**config.mk**
```make
export PLATFORM = sky130hd
export DESIGN_NAME = lfu_cache_table_flat
export DESIGN_NICKNAME = d
export VERILOG_FILES = /design/src/sv/lfu_pkg.sv /design/src/sv/lfu_if.sv /design/src/sv/lfu_cache_table.sv /design/src/sv/lfu_ram.sv /design/src/flat_wrapper.sv
export SDC_FILE = /design/constraint.sdc
export NUM_CORES = 2
export LEC_CHECK = 0
export BUFFER_PORTS_ARGS = -buffer_cell sky130_fd_sc_hd__buf_2
export CELL_PAD_IN_SITES_DETAIL_PLACEMENT = 1
export CELL_PAD_IN_SITES_GLOBAL_PLACEMENT = 2
export CORE_MARGIN = 2
export CORE_UTILIZATION = 45
export CTS_BUF_LIST = sky130_fd_sc_hd__clkbuf_16
export DETAILED_ROUTE_END_ITERATION = 10
export HOLD_SLACK_MARGIN = 0.02
export PLACE_DENSITY_LB_ADDON = 0.25
export RECOVER_POWER = 50
export SYNTH_ARGS = -nofsm -noshare
export SYNTH_HDL_FRONTEND = slang
export SYNTH_SLANG_ARGS = --single-unit
export TNS_END_PERCENT = 20
```
**constraint.sdc**
```tcl
create_clock -name clock -period 30.2 [get_ports clock]
set_input_delay 1.51 -clock clock [delete_from_list [all_inputs] [get_ports clock]]
set_output_delay 1.51 -clock clock [all_outputs]
set_load 0.05 [all_outputs]
```
**src/sv/lfu_pkg.sv**
```systemverilog
// shared constants, types and state codes for the lfu cache table
package lfu_pkg;

   localparam int MAX_ENTRIES = 16;
   localparam int IDX_W       = (MAX_ENTRIES > 1) ? $clog2(MAX_ENTRIES) : 1;
   localparam int CNT_W       = $clog2(MAX_ENTRIES + 1);
   localparam int KEY_W       = 32;
   localparam int VALUE_W     = 32;
   localparam int COUNT_W     = 32;
   localparam int STAMP_W     = 64;
   localparam int CAP_W       = 5;

   localparam logic [CAP_W-1:0] CAP_RESET = CAP_W'(16);

   typedef logic [KEY_W-1:0]   key_type;
   typedef logic [VALUE_W-1:0] value_type;
   typedef logic [COUNT_W-1:0] count_type;
   typedef logic [STAMP_W-1:0] stamp_type;
   typedef logic [CAP_W-1:0]   cap_type;
   typedef logic [IDX_W-1:0]   idx_type;
   typedef logic [CNT_W-1:0]   cnt_type;

   typedef enum logic {
      KIND_GET = 1'b0,
      KIND_PUT = 1'b1
   } kind_type;

   typedef struct packed {
      key_type   key;
      value_type value;
      count_type use_count;
      stamp_type last_use;
   } entry_type;

   typedef enum logic [1:0] {
      ST_IDLE,
      ST_SCAN,
      ST_DECIDE
   } state_type;

endpackage

```
**src/sv/lfu_if.sv**
```systemverilog
// handshake channels of the lfu cache table: request, response, capacity register write
interface lfu_req_if;
   logic               valid;
   logic               ready;
   lfu_pkg::kind_type  kind;
   lfu_pkg::key_type   key;
   lfu_pkg::value_type value;

   modport source (output valid, output kind, output key, output value, input ready);
   modport sink   (input valid, input kind, input key, input value, output ready);
endinterface

interface lfu_rsp_if;
   logic               valid;
   logic               ready;
   logic               hit;
   lfu_pkg::value_type read_value;
   logic               evicted;
   lfu_pkg::key_type   evicted_key;

   modport source (output valid, output hit, output read_value, output evicted,
                   output evicted_key, input ready);
   modport sink   (input valid, input hit, input read_value, input evicted,
                   input evicted_key, output ready);
endinterface

interface lfu_csr_if;
   logic             valid;
   logic             ready;
   lfu_pkg::cap_type data;

   modport source (output valid, output data, input ready);
   modport sink   (input valid, input data, output ready);
endinterface

```
**src/sv/lfu_cache_table.sv**
```systemverilog
// lfu cache table: one entry scanned per cycle through a shared victim/match comparator
// sequence: a ram lead-in step, a scan step per entry, then a decide step that writes back
//   and loads the output register
// a new request is taken only in idle, once the decide step of the last is done; a response
//   held by the sink stretches the decide step
// reset: valid bits cleared, stamp counter zero, capacity 16; no clearing pass
module lfu_cache_table (
   input logic         clock,
   input logic         reset,
   lfu_req_if.sink     req_ch,
   lfu_rsp_if.source   rsp_ch,
   lfu_csr_if.sink     csr_ch
);
   import lfu_pkg::*;

   state_type state_ff, state_in;
   cnt_type   cnt_ff, cnt_in;
   kind_type  kind_ff, kind_in;
   key_type   key_ff, key_in;
   value_type value_ff, value_in;

   logic      found_ff, found_in;
   idx_type   slot_ff, slot_in;
   entry_type hit_rec_ff, hit_rec_in;
   logic      have_free_ff, have_free_in;
   idx_type   free_slot_ff, free_slot_in;
   cnt_type   used_ff, used_in;
   logic      have_victim_ff, have_victim_in;
   idx_type   victim_ff, victim_in;
   entry_type victim_rec_ff, victim_rec_in;

   stamp_type                  seq_ff, seq_in;
   cap_type                    capacity_ff, capacity_in;
   logic [MAX_ENTRIES-1:0]     entry_valid_ff, entry_valid_in;

   logic      rsp_valid_ff, rsp_valid_in;
   logic      rsp_hit_ff, rsp_hit_in;
   value_type rsp_read_value_ff, rsp_read_value_in;
   logic      rsp_evicted_ff, rsp_evicted_in;
   key_type   rsp_evicted_key_ff, rsp_evicted_key_in;

   logic      wr_en;
   idx_type   wr_addr;
   entry_type wr_data;
   idx_type   rd_addr;
   entry_type rd_data;

   idx_type   eval_idx;
   logic      eval_en;
   logic      better;
   cnt_type   cap_eff;
   stamp_type seq_next;
   logic      do_insert;
   idx_type   ins_slot;

   lfu_ram #(
      .WIDTH ($bits(entry_type)),
      .DEPTH (MAX_ENTRIES)
   ) u_entry_ram (
      .clock   (clock),
      .wr_en   (wr_en),
      .wr_addr (wr_addr),
      .wr_data (wr_data),
      .rd_addr (rd_addr),
      .rd_data (rd_data)
   );

   assign req_ch.ready       = (state_ff == ST_IDLE);
   assign csr_ch.ready       = 1'b1;
   assign rsp_ch.valid       = rsp_valid_ff;
   assign rsp_ch.hit         = rsp_hit_ff;
   assign rsp_ch.read_value  = rsp_read_value_ff;
   assign rsp_ch.evicted     = rsp_evicted_ff;
   assign rsp_ch.evicted_key = rsp_evicted_key_ff;

   assign rd_addr  = idx_type'(cnt_ff);
   assign eval_idx = idx_type'(cnt_ff - cnt_type'(1));
   assign eval_en  = (state_ff == ST_SCAN) && (cnt_ff != '0) && entry_valid_ff[eval_idx];
   assign seq_next = seq_ff + stamp_type'(1);
   assign cap_eff  = (32'(capacity_ff) > 32'(MAX_ENTRIES)) ? cnt_type'(MAX_ENTRIES)
                                                           : cnt_type'(capacity_ff);

   // shared comparator: lower count wins, then older last use; ties keep lower slot
   assign better = !have_victim_ff
                   || (rd_data.use_count < victim_rec_ff.use_count)
                   || ((rd_data.use_count == victim_rec_ff.use_count)
                       && (rd_data.last_use < victim_rec_ff.last_use));

   always_comb begin
      state_in           = state_ff;
      cnt_in             = cnt_ff;
      kind_in            = kind_ff;
      key_in             = key_ff;
      value_in           = value_ff;
      found_in           = found_ff;
      slot_in            = slot_ff;
      hit_rec_in         = hit_rec_ff;
      have_free_in       = have_free_ff;
      free_slot_in       = free_slot_ff;
      used_in            = used_ff;
      have_victim_in     = have_victim_ff;
      victim_in          = victim_ff;
      victim_rec_in      = victim_rec_ff;
      seq_in             = seq_ff;
      capacity_in        = capacity_ff;
      entry_valid_in     = entry_valid_ff;
      rsp_valid_in       = rsp_valid_ff && !rsp_ch.ready;
      rsp_hit_in         = rsp_hit_ff;
      rsp_read_value_in  = rsp_read_value_ff;
      rsp_evicted_in     = rsp_evicted_ff;
      rsp_evicted_key_in = rsp_evicted_key_ff;
      wr_en              = 1'b0;
      wr_addr            = slot_ff;
      wr_data            = hit_rec_ff;
      do_insert          = 1'b0;
      ins_slot           = free_slot_ff;

      if (csr_ch.valid) begin
         capacity_in = csr_ch.data;
      end

      unique case (state_ff)
         ST_IDLE: begin
            if (req_ch.valid) begin
               kind_in        = req_ch.kind;
               key_in         = req_ch.key;
               value_in       = req_ch.value;
               cnt_in         = '0;
               found_in       = 1'b0;
               have_free_in   = 1'b0;
               have_victim_in = 1'b0;
               used_in        = '0;
               state_in       = ST_SCAN;
            end
         end
         ST_SCAN: begin
            // ram read runs one entry ahead of the compare
            if (cnt_ff != '0) begin
               if (eval_en) begin
                  used_in = used_ff + cnt_type'(1);
                  if (!found_ff && (rd_data.key == key_ff)) begin
                     found_in   = 1'b1;
                     slot_in    = eval_idx;
                     hit_rec_in = rd_data;
                  end
                  if (better) begin
                     have_victim_in = 1'b1;
                     victim_in      = eval_idx;
                     victim_rec_in  = rd_data;
                  end
               end else if (!have_free_ff) begin
                  have_free_in = 1'b1;
                  free_slot_in = eval_idx;
               end
            end
            cnt_in = cnt_ff + cnt_type'(1);
            if (cnt_ff == cnt_type'(MAX_ENTRIES)) begin
               state_in = ST_DECIDE;
            end
         end
         ST_DECIDE: begin
            if (!(rsp_valid_ff && !rsp_ch.ready)) begin
               rsp_valid_in       = 1'b1;
               rsp_hit_in         = 1'b0;
               rsp_read_value_in  = '0;
               rsp_evicted_in     = 1'b0;
               rsp_evicted_key_in = '0;
               state_in           = ST_IDLE;
               if (found_ff) begin
                  rsp_hit_in        = 1'b1;
                  wr_en             = 1'b1;
                  wr_addr           = slot_ff;
                  wr_data           = hit_rec_ff;
                  wr_data.last_use  = seq_next;
                  if (hit_rec_ff.use_count != '1) begin
                     wr_data.use_count = hit_rec_ff.use_count + count_type'(1);
                  end
                  if (kind_ff == KIND_PUT) begin
                     wr_data.value = value_ff;
                  end else begin
                     rsp_read_value_in = hit_rec_ff.value;
                  end
                  seq_in = seq_next;
               end else if ((kind_ff == KIND_PUT) && (cap_eff != '0)) begin
                  if ((used_ff >= cap_eff) || !have_free_ff) begin
                     if (have_victim_ff) begin
                        do_insert          = 1'b1;
                        ins_slot           = victim_ff;
                        rsp_evicted_in     = 1'b1;
                        rsp_evicted_key_in = victim_rec_ff.key;
                     end
                  end else begin
                     do_insert = 1'b1;
                     ins_slot  = free_slot_ff;
                  end
                  if (do_insert) begin
                     wr_en                    = 1'b1;
                     wr_addr                  = ins_slot;
                     wr_data.key              = key_ff;
                     wr_data.value            = value_ff;
                     wr_data.use_count        = count_type'(1);
                     wr_data.last_use         = seq_next;
                     entry_valid_in[ins_slot] = 1'b1;
                     seq_in                   = seq_next;
                  end
               end
            end
         end
         default: begin
            state_in = ST_IDLE;
         end
      endcase
   end

   always_ff @(posedge clock) begin
      if (reset) begin
         state_ff       <= ST_IDLE;
         seq_ff         <= '0;
         capacity_ff    <= CAP_RESET;
         entry_valid_ff <= '0;
         rsp_valid_ff   <= 1'b0;
      end else begin
         state_ff       <= state_in;
         seq_ff         <= seq_in;
         capacity_ff    <= capacity_in;
         entry_valid_ff <= entry_valid_in;
         rsp_valid_ff   <= rsp_valid_in;
      end
   end

   always_ff @(posedge clock) begin
      cnt_ff             <= cnt_in;
      kind_ff            <= kind_in;
      key_ff             <= key_in;
      value_ff           <= value_in;
      found_ff           <= found_in;
      slot_ff            <= slot_in;
      hit_rec_ff         <= hit_rec_in;
      have_free_ff       <= have_free_in;
      free_slot_ff       <= free_slot_in;
      used_ff            <= used_in;
      have_victim_ff     <= have_victim_in;
      victim_ff          <= victim_in;
      victim_rec_ff      <= victim_rec_in;
      rsp_hit_ff         <= rsp_hit_in;
      rsp_read_value_ff  <= rsp_read_value_in;
      rsp_evicted_ff     <= rsp_evicted_in;
      rsp_evicted_key_ff <= rsp_evicted_key_in;
   end

   a_accept_starts_scan: assert property (@(posedge clock) disable iff (reset)
      (req_ch.valid && req_ch.ready) |=> (state_ff == ST_SCAN))
      else $error("request beat did not start a scan");

   a_rsp_from_decide: assert property (@(posedge clock) disable iff (reset)
      $rose(rsp_valid_ff) |-> ($past(state_ff) == ST_DECIDE))
      else $error("response raised outside the decide step");

   a_hit_no_evict: assert property (@(posedge clock) disable iff (reset)
      rsp_valid_ff |-> !(rsp_hit_ff && rsp_evicted_ff))
      else $error("hit and eviction reported on one beat");

   a_evict_keeps_occupancy: assert property (@(posedge clock) disable iff (reset)
      ((state_ff == ST_DECIDE) && rsp_evicted_in && !(rsp_valid_ff && !rsp_ch.ready))
      |=> ($countones(entry_valid_ff) == $past($countones(entry_valid_ff))))
      else $error("eviction changed the number of valid entries");

   a_no_write_while_scanning: assert property (@(posedge clock) disable iff (reset)
      (state_ff != ST_DECIDE) |-> !wr_en)
      else $error("entry ram written outside the decide step");
endmodule

```
**src/sv/lfu_ram.sv**
```systemverilog
// generic single-port-write, single-port-read ram with registered read data
module lfu_ram #(
   parameter int WIDTH = 8,
   parameter int DEPTH = 16
) (
   input  logic                                      clock,
   input  logic                                      wr_en,
   input  logic [((DEPTH > 1) ? $clog2(DEPTH) : 1)-1:0] wr_addr,
   input  logic [WIDTH-1:0]                          wr_data,
   input  logic [((DEPTH > 1) ? $clog2(DEPTH) : 1)-1:0] rd_addr,
   output logic [WIDTH-1:0]                          rd_data
);
   logic [WIDTH-1:0] mem_ff [DEPTH];

   always_ff @(posedge clock) begin
      if (wr_en) begin
         mem_ff[wr_addr] <= wr_data;
      end
      rd_data <= mem_ff[rd_addr];
   end
endmodule

```
**src/flat_wrapper.sv**
```systemverilog
// flat-port wrapper written by rule: the top's interface ports become plain ports
module lfu_cache_table_flat import lfu_pkg::*;
  (clock, reset, req_ch_valid, req_ch_kind, req_ch_key, req_ch_value, req_ch_ready, rsp_ch_valid, rsp_ch_hit, rsp_ch_read_value, rsp_ch_evicted, rsp_ch_evicted_key, rsp_ch_ready, csr_ch_valid, csr_ch_data, csr_ch_ready);
  lfu_req_if req_ch_i ();
  lfu_rsp_if rsp_ch_i ();
  lfu_csr_if csr_ch_i ();
  input logic clock;
  input logic reset;
  input wire logic [$bits(req_ch_i.valid)-1:0] req_ch_valid;
  input wire logic [$bits(req_ch_i.kind)-1:0] req_ch_kind;
  input wire logic [$bits(req_ch_i.key)-1:0] req_ch_key;
  input wire logic [$bits(req_ch_i.value)-1:0] req_ch_value;
  output wire logic [$bits(req_ch_i.ready)-1:0] req_ch_ready;
  output wire logic [$bits(rsp_ch_i.valid)-1:0] rsp_ch_valid;
  output wire logic [$bits(rsp_ch_i.hit)-1:0] rsp_ch_hit;
  output wire logic [$bits(rsp_ch_i.read_value)-1:0] rsp_ch_read_value;
  output wire logic [$bits(rsp_ch_i.evicted)-1:0] rsp_ch_evicted;
  output wire logic [$bits(rsp_ch_i.evicted_key)-1:0] rsp_ch_evicted_key;
  input wire logic [$bits(rsp_ch_i.ready)-1:0] rsp_ch_ready;
  input wire logic [$bits(csr_ch_i.valid)-1:0] csr_ch_valid;
  input wire logic [$bits(csr_ch_i.data)-1:0] csr_ch_data;
  output wire logic [$bits(csr_ch_i.ready)-1:0] csr_ch_ready;
  assign req_ch_i.valid = req_ch_valid;
  assign req_ch_i.kind = req_ch_kind;
  assign req_ch_i.key = req_ch_key;
  assign req_ch_i.value = req_ch_value;
  assign req_ch_ready = req_ch_i.ready;
  assign rsp_ch_valid = rsp_ch_i.valid;
  assign rsp_ch_hit = rsp_ch_i.hit;
  assign rsp_ch_read_value = rsp_ch_i.read_value;
  assign rsp_ch_evicted = rsp_ch_i.evicted;
  assign rsp_ch_evicted_key = rsp_ch_i.evicted_key;
  assign rsp_ch_i.ready = rsp_ch_ready;
  assign csr_ch_i.valid = csr_ch_valid;
  assign csr_ch_i.data = csr_ch_data;
  assign csr_ch_ready = csr_ch_i.ready;
  lfu_cache_table u_core (.clock(clock), .reset(reset), .req_ch(req_ch_i), .rsp_ch(rsp_ch_i), .csr_ch(csr_ch_i));
endmodule
```
==> impl_metrics.json <==
{
  "worst_setup_path_start_kind": "register",
  "cts.hold.buffers_added": 0,
  "power.switching_fraction": 0.219,
  "detail-route-antenna-nets": 0,
  "postCtsResizedCells": 0,
  "detailedPlace.worstSlack_ps": 24200,
  "global_route.overflow_total": 0,
  "io-pin-count": 144,
  "outcome": "finished with violations",
  "yosys_warnings": 0,
  "insertion_delay_ps": 900,
  "ctsLongestPathBuffers": 4,
  "post-cts-setup-buffer-count": 0,
  "final_layout_size_suffix_gt1_frac": 0.224,
  "area_growth_pct": 12.9,
  "post-route-min-period_ps": 13020,
  "slew_viol_final": 1346,
  "net-switching-power_w": 0.00214,
  "fp.coreArea_sq_um": 273000,
  "end_kind": "register",
  "final_cell_count_without_fillers": 10100,
  "proportion_of_synthesized_chip_area_in_sequential_cells": 0.770,
  "grt_pass1_vias": 63400,
  "final-setup-viol-count": 0,
  "track_usage": 0.219,
  "power.internal_w": 0.00761,
  "synth-main-ff-cell": "edfxtp_1",
  "worstPathCellList": "clkbuf_1 -> mux4_2 -> mux4_2 -> nand2_1 -> a2111oi_0 -> buf_4 -> a21o_1 -> buf_4",
  "power.density_cell_area_nw_per_um2": 69.8,
  "finalHoldViolCount": 0,
  "slew_headroom": -5.34,
  "post-route-drc-count": 0,
  "cp_num_buf_inv": 3,
  "timing.final.crit_share": 0.431,
  "cp_top_family": "buffers and inverters",
  "ctsHtreeMaxLevel": 5,
  "setup_slack_after_layout_ps": 17180,
  "placement.io_buffers": 142,
  "ys_async_sr_fraction": 0,
  "grt_max_degree": 142,
  "timing.critical_path.slowest_stage_cell": "clkbuf_1",
  "max_cap_viols": 36,
  "leakagePower_nw": 44.3,
  "design.final.nets": 6397,
  "vdd.ir_drop.worst_uv": 46.3,
  "grt_antenna_before_repair": 23,
  "cts_buffers": 338,
  "combinational_cell_fraction_of_total_power": 0.072,
  "power_frac_clock": 0.410,
  "synth_enable_flop_cells": 3004,
  "routability_congestion_estimate": 0.757,
  "mean_post_synth_cell_area_sq_um": 21.2,
  "setup.worst_path.class": "register to register",
  "delay_contributed_by_the_slowest_stage_of_the_critical_path_ps": 6600,
  "worstHoldPathType": "register to register",
  "die_height_microns": 528,
  "die_x_microns": 528,
  "starting_density": 0.452,
  "cp_data_required_time_ps": 30670,
  "detail_route.wl_per_cell_microns": 30.2,
  "timing.critical_path.arrival_ps": 13490,
  "post_synth_inst_count": 5825,
  "failed_checks": "max-capacitance violations, max-slew violations",
  "drt_pre_antenna_iters": 7,
  "clock.fmax_ghz": 0.0768,
  "finalSetupTns_ps": 0,
  "timing.clock.skew_ps": 68.7,
  "site_row_count": 192,
  "fp.dieArea_sq_um": 279000,
  "routed_via_density": 5.85,
  "power.sequential.fraction": 0.518,
  "numClockSinks": 3252,
  "clkSlewWorstSetupHoldPaths_ps": 60,
  "vias": 59000,
  "drtIter0Drc": 5979,
  "final.hold.worst_slack_ps": 396,
  "ys_seq_elements": 3252,
  "cts_tree": "done",
  "filler_cell_count": 24100,
  "tightest_slew_ps": 9510,
  "finalWirelength_microns": 304000,
  "worst-path-max-fanout": 107,
  "detailed_place_hpwl_microns": 162000,
  "rsz0062_at_grt": "no",
  "ys_types": 70,
  "syn_nets": 6006,
  "post_synth_design_cell_area_sq_um": 124000,
  "grt_first_pass_wirelength_microns": 446000,
  "post-place-cells": 9462,
  "clock-root-buffer": "clkbuf_16"
}
synth_stat cells, drive strengths merged, types with 4 or more instances:
cell / instances / area (sq um)
o211a: 4 / 40.0
mux4: 805 / 18100
buf: 64 / 272
o31ai: 4 / 30.0
nor2: 112 / 420
a21o: 8 / 60.1
or3: 15 / 98.8
ha: 106 / 1330
dfxtp: 248 / 4960
o2111ai: 21 / 184
nand3: 53 / 265
and4: 10 / 87.6
nor4b: 5 / 58.8
nor3: 37 / 208
mux2i: 5 / 50.1
edfxtp: 3004 / 90200
a211oi: 7 / 62.6
inv: 135 / 507
o21a: 5 / 37.5
nor2b: 6 / 37.5
clkbuf: 206 / 773
nand2b: 8 / 50.1
o211ai: 46 / 345
xnor2: 65 / 569
nor4: 33 / 243
xor2: 80 / 701
a31oi: 20 / 125
o21ai: 131 / 656
and2: 74 / 463
nand4: 46 / 294
a21oi: 84 / 420
mux2: 33 / 372
or4: 8 / 63.8
and3: 20 / 125
nand2: 278 / 1040
worst reg2reg max path: cells and delay by family (launching register included):
| kind | cells | cell delay [ps] |
|---|---|---|
| multiplexers | 2 | 1700 |
| AND/OR/NAND/NOR | 1 | 130 |
| AO/OA/AOI/OAI | 2 | 2030 |
| flip-flops | 1 | 890 |
| buffers and inverters | 3 | 7770 |
metal layers:
| metal | track usage | wire length, microns | up-vias |
|---|---|---|---|
| li1 | - | - | 24700 |
| met1 | 0.309 | 130000 | 32000 |
| met2 | 0.350 | 147000 | 1809 |
| met3 | 0.0405 | 18800 | 462 |
| met4 | 0.0641 | 8160 | 4 |
| met5 | 0 | 22 | - |
final timing paths:
check / endpoint / slack, ps / depth (start not counted) / start
hold reg to reg: u_core.hit_rec_ff[100]$_DFFE_PP_ / 400 / 0 / u_core.u_entry_ram.rd_data[100]$_DFF_P_
setup reg to reg: u_core.victim_rec_ff[27]$_DFFE_PP_ / 17180 / 8 / u_core.cnt_ff[0]$_SDFFCE_PN0P_
hold / removal: u_core.hit_rec_ff[100]$_DFFE_PP_ / 400 / 0 / u_core.u_entry_ram.rd_data[100]$_DFF_P_
setup / recovery: u_core.victim_rec_ff[27]$_DFFE_PP_ / 17180 / 8 / u_core.cnt_ff[0]$_SDFFCE_PN0P_
logic make-up after synthesis:
| kind of cell | Yosys count | share of synthesized area |
|---|---|---|
| and+or+nand+nor | 713 | 0.0285 |
| other | 1 | 0.0000303 |
| buffers and inverters | 406 | 0.0126 |
| AOI/OAI and AO/OA | 359 | 0.0179 |
| xor gates and xnor gates | 145 | 0.0103 |
| DFF | 3252 | 0.770 |
| adders and majority gates | 106 | 0.0107 |
| muxes | 843 | 0.150 |
metrics by stage:
stage               power, W   util  cell area, sq um
finish               0.00974  0.511            140000
global route          0.0101  0.511            140000
CTS                  0.00982  0.512            140000
detailed placement   0.00583  0.474            130000
global placement     0.00582  0.474            130000
floorplan            0.00559      -            124000
layout make-up:
class	instances	area, sq um	area share
Antenna cell	1	2.50	0.0000179
Sequential cell	3252	95200	0.682
Timing Repair Buffer	321	1850	0.0132
Tap cell	3589	4490	0.0322
Clock inverter	268	1910	0.0137
Inverter	136	513	0.00367
Multi-Input combinational cell	2167	27000	0.193
Clock buffer	346	8660	0.0620
registers in the layout, indices dropped and copies added (netlist names), 2 cells and up:
name	count
u_core.victim_ff	4
u_core.u_entry_ram.mem_ff	2560
u_core.u_entry_ram.rd_data	160
u_core.state_ff	2
u_core.rsp_ch.evicted_key	32
u_core.cnt_ff	5
u_core.key_ff	32
u_core.capacity_ff	5
u_core.rsp_ch.read_value	32
u_core.hit_rec_ff	160
u_core.free_slot_ff	4
u_core.victim_rec_ff	128
u_core.value_ff	32
u_core.seq_ff	64
u_core.used_ff	5
u_core.slot_ff	4
u_core.entry_valid_ff	16
power by group through the flow:
| stage | logic, W | clock network, W | registers, W |
|---|---|---|---|
| 6_report | 0.000700 | 0.00399 | 0.00505 |
| 5_1_grt | 0.000762 | 0.00425 | 0.00505 |
| 4_1_cts | 0.000693 | 0.00408 | 0.00505 |
| 3_5_place_dp | 0.000687 | 0 | 0.00514 |
| 3_3_place_gp | 0.000682 | 0 | 0.00514 |
| 2_1_floorplan | 0.000503 | 0 | 0.00509 |
cells in the final DEF (no fill, tap or decap), types with 17 or more instances in the layout:
cell type | netlist | layout
a21oi_1 | 84 | 84
a31oi_1 | 20 | 19
and2_0 | 0 | 57
and2_1 | 74 | 17
and3_1 | 20 | 20
buf_2 | 22 | 54
buf_4 | 1 | 82
bufinv_16 | 0 | 25
clkbuf_1 | 206 | 168
clkbuf_16 | 0 | 346
clkinv_1 | 1 | 70
clkinv_2 | 0 | 64
dfxtp_1 | 248 | 248
edfxtp_1 | 3004 | 3004
ha_1 | 106 | 106
inv_1 | 135 | 219
mux2_1 | 0 | 32
mux4_2 | 805 | 805
nand2_1 | 278 | 278
nand3_1 | 53 | 53
nand4_1 | 45 | 45
nor2_1 | 112 | 110
nor3_1 | 35 | 31
nor4_1 | 30 | 22
o2111ai_1 | 21 | 21
o211ai_1 | 46 | 46
o21ai_0 | 128 | 119
xnor2_1 | 65 | 65
xor2_1 | 80 | 80
Note: power is estimated with default switching activity, not from simulation.
